$ cat src/tcce_pkg.sv
// Shared constants, types and lookup tables for the text console character engine.
// Used by tcce_cursor, text_console_character_engine, tcce_checker and the testbench; depends on nothing.
package tcce_pkg;

    // Screen geometry
    localparam int COLUMNS   = 80;
    localparam int ROWS      = 24;
    localparam int TAB_WIDTH = 8;
    localparam int CELLS     = COLUMNS * ROWS;

    localparam int CELL_W    = $clog2(CELLS);
    localparam int ROW_W     = $clog2(ROWS + 2);
    localparam int ROW_IDX_W = $clog2(ROWS);
    localparam int COL_W     = $clog2(COLUMNS);
    localparam int PH_W      = $clog2(TAB_WIDTH) + 1;

    // Port widths fixed by the interface
    localparam int CHAR_W  = 8;
    localparam int ATTR_W  = 8;
    localparam int CELL_DW = ATTR_W + CHAR_W;
    localparam int ADDR_W  = 11;

    localparam logic [ATTR_W-1:0]  RESET_ATTR  = 8'h07;
    localparam logic [CELL_DW-1:0] RESET_BLANK = {RESET_ATTR, 8'h00};

    // Operation codes
    localparam logic OP_PUT  = 1'b0;
    localparam logic OP_READ = 1'b1;

    // Control characters
    localparam logic [CHAR_W-1:0] CH_NUL = 8'd0;
    localparam logic [CHAR_W-1:0] CH_BS  = 8'd8;
    localparam logic [CHAR_W-1:0] CH_TAB = 8'd9;
    localparam logic [CHAR_W-1:0] CH_LF  = 8'd10;
    localparam logic [CHAR_W-1:0] CH_CR  = 8'd13;

    // Sequencer states
    typedef enum logic [2:0] {
        ST_CLEAR,
        ST_IDLE,
        ST_READ,
        ST_CHECK,
        ST_SCROLL,
        ST_FLUSH
    } state_t;

    // Tab phase tables: (row start) mod TAB_WIDTH and column mod TAB_WIDTH
    typedef logic [PH_W-1:0] phase_t;
    typedef phase_t row_phase_tab_t [ROWS];
    typedef phase_t col_phase_tab_t [COLUMNS];

    function automatic row_phase_tab_t calc_row_phase();
        row_phase_tab_t tab;
        for (int r = 0; r < ROWS; r++) begin
            tab[r] = PH_W'((r * COLUMNS) % TAB_WIDTH);
        end
        return tab;
    endfunction

    function automatic col_phase_tab_t calc_col_phase();
        col_phase_tab_t tab;
        for (int c = 0; c < COLUMNS; c++) begin
            tab[c] = PH_W'(c % TAB_WIDTH);
        end
        return tab;
    endfunction

    localparam row_phase_tab_t ROW_PHASE = calc_row_phase();
    localparam col_phase_tab_t COL_PHASE = calc_col_phase();

    // Sequencer to cursor unit
    typedef struct packed {
        logic              move;
        logic [CHAR_W-1:0] code;
        logic              scroll;
    } cur_cmd_t;

    // Cursor unit to sequencer
    typedef struct packed {
        logic [CELL_W-1:0] pos;
        logic              over;
    } cur_stat_t;

endpackage

$ cat src/tcce_cursor.sv
// Cursor unit: row/column registers, control-character moves and scroll adjust.
// Depends on tcce_pkg for geometry, character codes and tab phase tables.
module tcce_cursor (
    input  logic               clk,
    input  logic               rst_n,
    input  tcce_pkg::cur_cmd_t cmd,
    output tcce_pkg::cur_stat_t stat
);

    localparam int CW2 = tcce_pkg::COL_W + 2;

    logic [tcce_pkg::ROW_W-1:0] row_reg, row_next;
    logic [tcce_pkg::COL_W-1:0] col_reg, col_next;

    logic [tcce_pkg::ROW_IDX_W-1:0] row_idx;
    tcce_pkg::phase_t               phase_sum;
    tcce_pkg::phase_t               phase;
    tcce_pkg::phase_t               step;
    logic [CW2-1:0]                 col_sum;
    logic [tcce_pkg::ROW_W-1:0]     row_dec;

    assign row_idx = row_reg[tcce_pkg::ROW_IDX_W-1:0];

    // Linear cell index mod TAB_WIDTH, from the two phase tables
    always_comb
    begin
        phase_sum = tcce_pkg::ROW_PHASE[row_idx] + tcce_pkg::COL_PHASE[col_reg];
        if (phase_sum >= tcce_pkg::PH_W'(tcce_pkg::TAB_WIDTH))
        begin
            phase = phase_sum - tcce_pkg::PH_W'(tcce_pkg::TAB_WIDTH);
        end
        else
        begin
            phase = phase_sum;
        end
        step    = tcce_pkg::PH_W'(tcce_pkg::TAB_WIDTH) - phase;
        col_sum = CW2'(col_reg) + CW2'(step);
        row_dec = row_reg - tcce_pkg::ROW_W'(1);
    end

    // Next cursor position
    always_comb
    begin
        row_next = row_reg;
        col_next = col_reg;
        if (cmd.scroll)
        begin
            // Up one row; clamp to last cell if a tab overshot further
            if (row_dec >= tcce_pkg::ROW_W'(tcce_pkg::ROWS))
            begin
                row_next = tcce_pkg::ROW_W'(tcce_pkg::ROWS - 1);
                col_next = tcce_pkg::COL_W'(tcce_pkg::COLUMNS - 1);
            end
            else
            begin
                row_next = row_dec;
            end
        end
        else if (cmd.move)
        begin
            unique case (cmd.code)
                tcce_pkg::CH_NUL:
                begin
                    row_next = row_reg;
                end
                tcce_pkg::CH_LF:
                begin
                    row_next = row_reg + tcce_pkg::ROW_W'(1);
                    col_next = '0;
                end
                tcce_pkg::CH_CR:
                begin
                    col_next = '0;
                end
                tcce_pkg::CH_BS:
                begin
                    // Held at cell zero; wraps back to the previous row end
                    if (col_reg != '0)
                    begin
                        col_next = col_reg - tcce_pkg::COL_W'(1);
                    end
                    else if (row_reg != '0)
                    begin
                        row_next = row_dec;
                        col_next = tcce_pkg::COL_W'(tcce_pkg::COLUMNS - 1);
                    end
                end
                tcce_pkg::CH_TAB:
                begin
                    // Tab step can cross at most one row boundary
                    if (col_sum >= CW2'(2 * tcce_pkg::COLUMNS))
                    begin
                        row_next = row_reg + tcce_pkg::ROW_W'(2);
                        col_next = tcce_pkg::COL_W'(col_sum - CW2'(2 * tcce_pkg::COLUMNS));
                    end
                    else if (col_sum >= CW2'(tcce_pkg::COLUMNS))
                    begin
                        row_next = row_reg + tcce_pkg::ROW_W'(1);
                        col_next = tcce_pkg::COL_W'(col_sum - CW2'(tcce_pkg::COLUMNS));
                    end
                    else
                    begin
                        col_next = tcce_pkg::COL_W'(col_sum);
                    end
                end
                default:
                begin
                    // Printable: advance one cell
                    if (col_reg == tcce_pkg::COL_W'(tcce_pkg::COLUMNS - 1))
                    begin
                        row_next = row_reg + tcce_pkg::ROW_W'(1);
                        col_next = '0;
                    end
                    else
                    begin
                        col_next = col_reg + tcce_pkg::COL_W'(1);
                    end
                end
            endcase
        end
    end

    always_ff @(posedge clk or negedge rst_n)
    begin
        if (!rst_n)
        begin
            row_reg <= '0;
            col_reg <= '0;
        end
        else
        begin
            row_reg <= row_next;
            col_reg <= col_next;
        end
    end

    // Status: linear index and past-last-row flag
    assign stat.pos  = tcce_pkg::CELL_W'(32'(row_idx) * tcce_pkg::COLUMNS)
                     + tcce_pkg::CELL_W'(col_reg);
    assign stat.over = (row_reg >= tcce_pkg::ROW_W'(tcce_pkg::ROWS));

endmodule

$ cat config.mk
export PLATFORM = sky130hd
export DESIGN_NAME = tcce_cursor
export DESIGN_NICKNAME = d
export VERILOG_FILES = /design/src/tcce_pkg.sv /design/src/tcce_cursor.sv
export SDC_FILE = /design/constraint.sdc
export NUM_CORES = 1
export LEC_CHECK = 0
export BUFFER_PORTS_ARGS = -buffer_cell sky130_fd_sc_hd__buf_4
export CORE_UTILIZATION = 40
export CTS_CLUSTER_SIZE = 16
export DETAILED_ROUTE_END_ITERATION = 16
export PLACE_DENSITY = 0.57
export REMOVE_ABC_BUFFERS = 1
export SKIP_CTS_REPAIR_TIMING = 1
export SYNTH_ARGS = -nofsm -noshare
export SYNTH_HDL_FRONTEND = slang
export SYNTH_SLANG_ARGS = --single-unit
$ cat constraint.sdc
create_clock -name clk -period 3.44 [get_ports clk]
set_input_delay 0.172 -clock clk [delete_from_list [all_inputs] [get_ports clk]]
set_output_delay 0.172 -clock clk [all_outputs]
set_load 0.02 [all_outputs]
==> flow_summary.toml <==
[floorplan]
ioPinCount = 24
rows = 26
dieWidth_um = 75.6
core_mm2 = 0.00517
fp.dieH_um = 75.6
die_area_mm2 = 0.00572
start_util_pct = 41.9

[layout]
diodes = 0
nets = 337
nFillCells = 522
fin_area_mm2 = 0.00249
fin_util_pct = 48.1
drive_gt1_share_pct = 19.6
layout.cells.non_filler = 371
largest_register_ff_count = 7
synthToLayoutAreaGrowth_pct = 14.8

[pwr]
pwr-share-comb_pct = 81.4
swShare_pct = 51.2
seq_power_share_pct = 12.2
p_sw_mw = 1.34
p_per_area_mw_per_mm2 = 1050
ir_worst_vdd_mv = 0.792
clockPowerShare_pct = 6.4
p_int_mw = 1.27
leakage_nw = 1.09

[detailed_routing]
top_layer = "met4"
ant_nets = 0
vias_per_cell = 5.84
drt_first_iter_violations = 147
route.detailed.drc = 0
wl_met2_um = 2670
first_pass_iters = 4
wl_per_cell_um = 15.9
drt-met1-wl_um = 2790
dr_total_vias = 2165
met3_length_um = 344
wl_um = 5890

[worst_setup_path]
required_ns = 3.61
critPathArrivalTime_ns = 3.45
startpoint_type = "flop"
crit_path_end_kind = "flop"
reg2reg_to = "row_idx[0]"
critPathMaxFanout = 9
reg2regPathDepth = 12
r2r-start = "col_reg[0]"
r2r_setup_slack_ns = 0.16
crit_type = "reg -> reg"

[sta]
finalCritPeriodShare_pct = 95.4
finalClockSkew_ns = 0.00265
worst_pin_slew_ns = 0.804
report.final.hold_viol_count = 0
setup_viol = 0
fin_setup_tns_ns = 0
worst_slack_ns = 0.160
post-route-min-period_ns = 3.28
grt_setup_unrepaired = "false"
fmax_mhz = 305
maxSlewViolCount = 0
slew_headroom_pct = 45.8

[grt]
grt_pass1_wl_um = 9210
grt_usage_pct = 21.5
antenna_found_initial = 0
grt_max_degree = 19
gr-total-overflow = 0
grt_pass1_vias = 1903

[synthesis]
syn-cell-area_mm2 = 0.00217
synthArstFlopShare_pct = 100
synth_edf_count = 0
yosys_register_bits = 12
synth_area_leaders = "dfrtp_1 14%, ha_1 12%, xnor2_1 5.3%"
yosys_warnings = 0
synth_top_area_cell = "dfrtp_1"
synth_top_area_share_pct = 13.8
syn-instance-count = 275
ys_seq_area_share_pct = 13.8
syn_area_per_cell_um2 = 7.88
ys_types = 70
synth_ff_type = "dfrtp_1"

[clock_tree]
root_buffer = "clkbuf_8"
cts_buffers = 3
insertion_delay_ns = 0.25
clkSlewWorstSetupHoldPaths_ns = 0.06
clockBufferDepth = 2
clock_sinks = 12
cts_tree = "done"
htreeDepth = 1

[placement]
place_ws_ns = 0.103
port_buffers = 23
placedCellCount = 366
dp_hpwl_um = 4550
placed_area_mm2 = 0.00242
gp_congestion = 0.893

[status]
status = "finished, final reports clean"

[worst_hold_path]
min-delay-start = "cmd[0]"
holdPathEnd = "row_idx[3]"
hp-class = "in -> reg"
hold_depth = 2

[run]
maxCapViolations = 0
-- cell usage after synthesis, drive strengths merged, types with 2 or more instances --
master   instances
xor2             8
o2111ai          3
o211a            2
nor2            16
a31oi            5
mux2i            3
o21a             3
nand3b           3
and3             5
nand2           19
nor2b            4
a21o             6
or2              3
dfrtp           12
or4              3
clkbuf           6
inv             15
nand3           11
or3              4
a211o            5
buf             10
nor4             4
fa               2
o211ai           6
o21ai           20
and2             2
a2bb2oi          2
or3b             2
nand2b           6
ha              21
a31o             2
nor3b            2
nor3             9
xnor2           13
o311ai           2
o21bai           2
a21oi           16
nand4b           2
-- worst max path at each step --
stage               slack [ns]          to  cells past startpoint  startpoint
floorplan                -0.04  row_idx[2]                     13  col_reg[1]
global placement          0.24  row_idx[2]                     13  col_reg[0]
detailed placement        0.10  row_idx[2]                     12  col_reg[0]
CTS                       0.08  row_idx[2]                     12  col_reg[0]
global route              0.02  row_idx[0]                     13  col_reg[0]
finish                    0.16  row_idx[0]                     12  col_reg[0]
-- stage by stage --
stage / hold WS (ns) / power [mW]
6_report: 0.303 / 2.61
5_1_grt: 0.313 / 2.87
4_1_cts: -0.231 / 2.61
3_5_place_dp: 0.0349 / 2.43
3_3_place_gp: 0.0359 / 2.43
2_1_floorplan: -0.124 / 1.75
-- cell usage in the layout, fill, tap and decap left out, types with 5 or more instances in the layout --
cell type,n
nand2_1,18
o211ai_1,6
nand3_1,11
a21o_1,5
o21ai_0,19
dfrtp_1,12
xor2_1,7
nand2b_1,6
nor2_1,16
nor3_1,8
a31oi_1,5
a21oi_1,16
xnor2_1,13
inv_1,15
buf_4,38
ha_1,21
-- cell families after synthesis --
logic type | share of synthesized area (%)
AOI/OAI and AO/OA | 26.6
adders and majority gates | 14.0
buffers and inverters | 8.37
muxes | 2.08
xor gates and xnor gates | 9.87
DFF | 13.8
and+or+nand+nor | 25.3
-- routing by layer --
metal	global-route usage, %	up-vias
li1	-	1061
met1	31.0	1019
met2	33.7	77
met3	2.78	8
met4	5.97	0
met5	0	-
-- worst max-delay path, cell delays in order, from the launching register on --
cell and delay, ns:
dfrtp_1 0.42, nor3_1 0.27, ha_1 0.31, o21a_1 0.13, or3_2 0.42, and2_1 0.21, ha_1 0.20, and3_1 0.16
o211ai_1 0.17, nand3_1 0.15, o211a_4 0.32, a31oi_1 0.21, mux2i_1 0.22
-- cell type report --
| class | instances | area (µm²) | share of cell area [%] |
|---|---|---|---|
| multi-input combinational | 231 | 1690 | 68.1 |
| sequential | 12 | 300 | 12.1 |
| timing repair buffer | 39 | 295 | 11.9 |
| tap | 70 | 87.6 | 3.52 |
| inverter | 15 | 56.3 | 2.26 |
| clock buffer | 4 | 55.1 | 2.21 |
-- power by group through the flow --
stage	Combinational (mW)	Sequential (mW)	Clock, mW
global route	2.36	0.335	0.176
CTS	2.12	0.318	0.167
global placement	2.11	0.317	0
detailed placement	2.11	0.320	0
floorplan	1.39	0.358	0
finish	2.13	0.318	0.168
(Power assumes the default switching activity.)
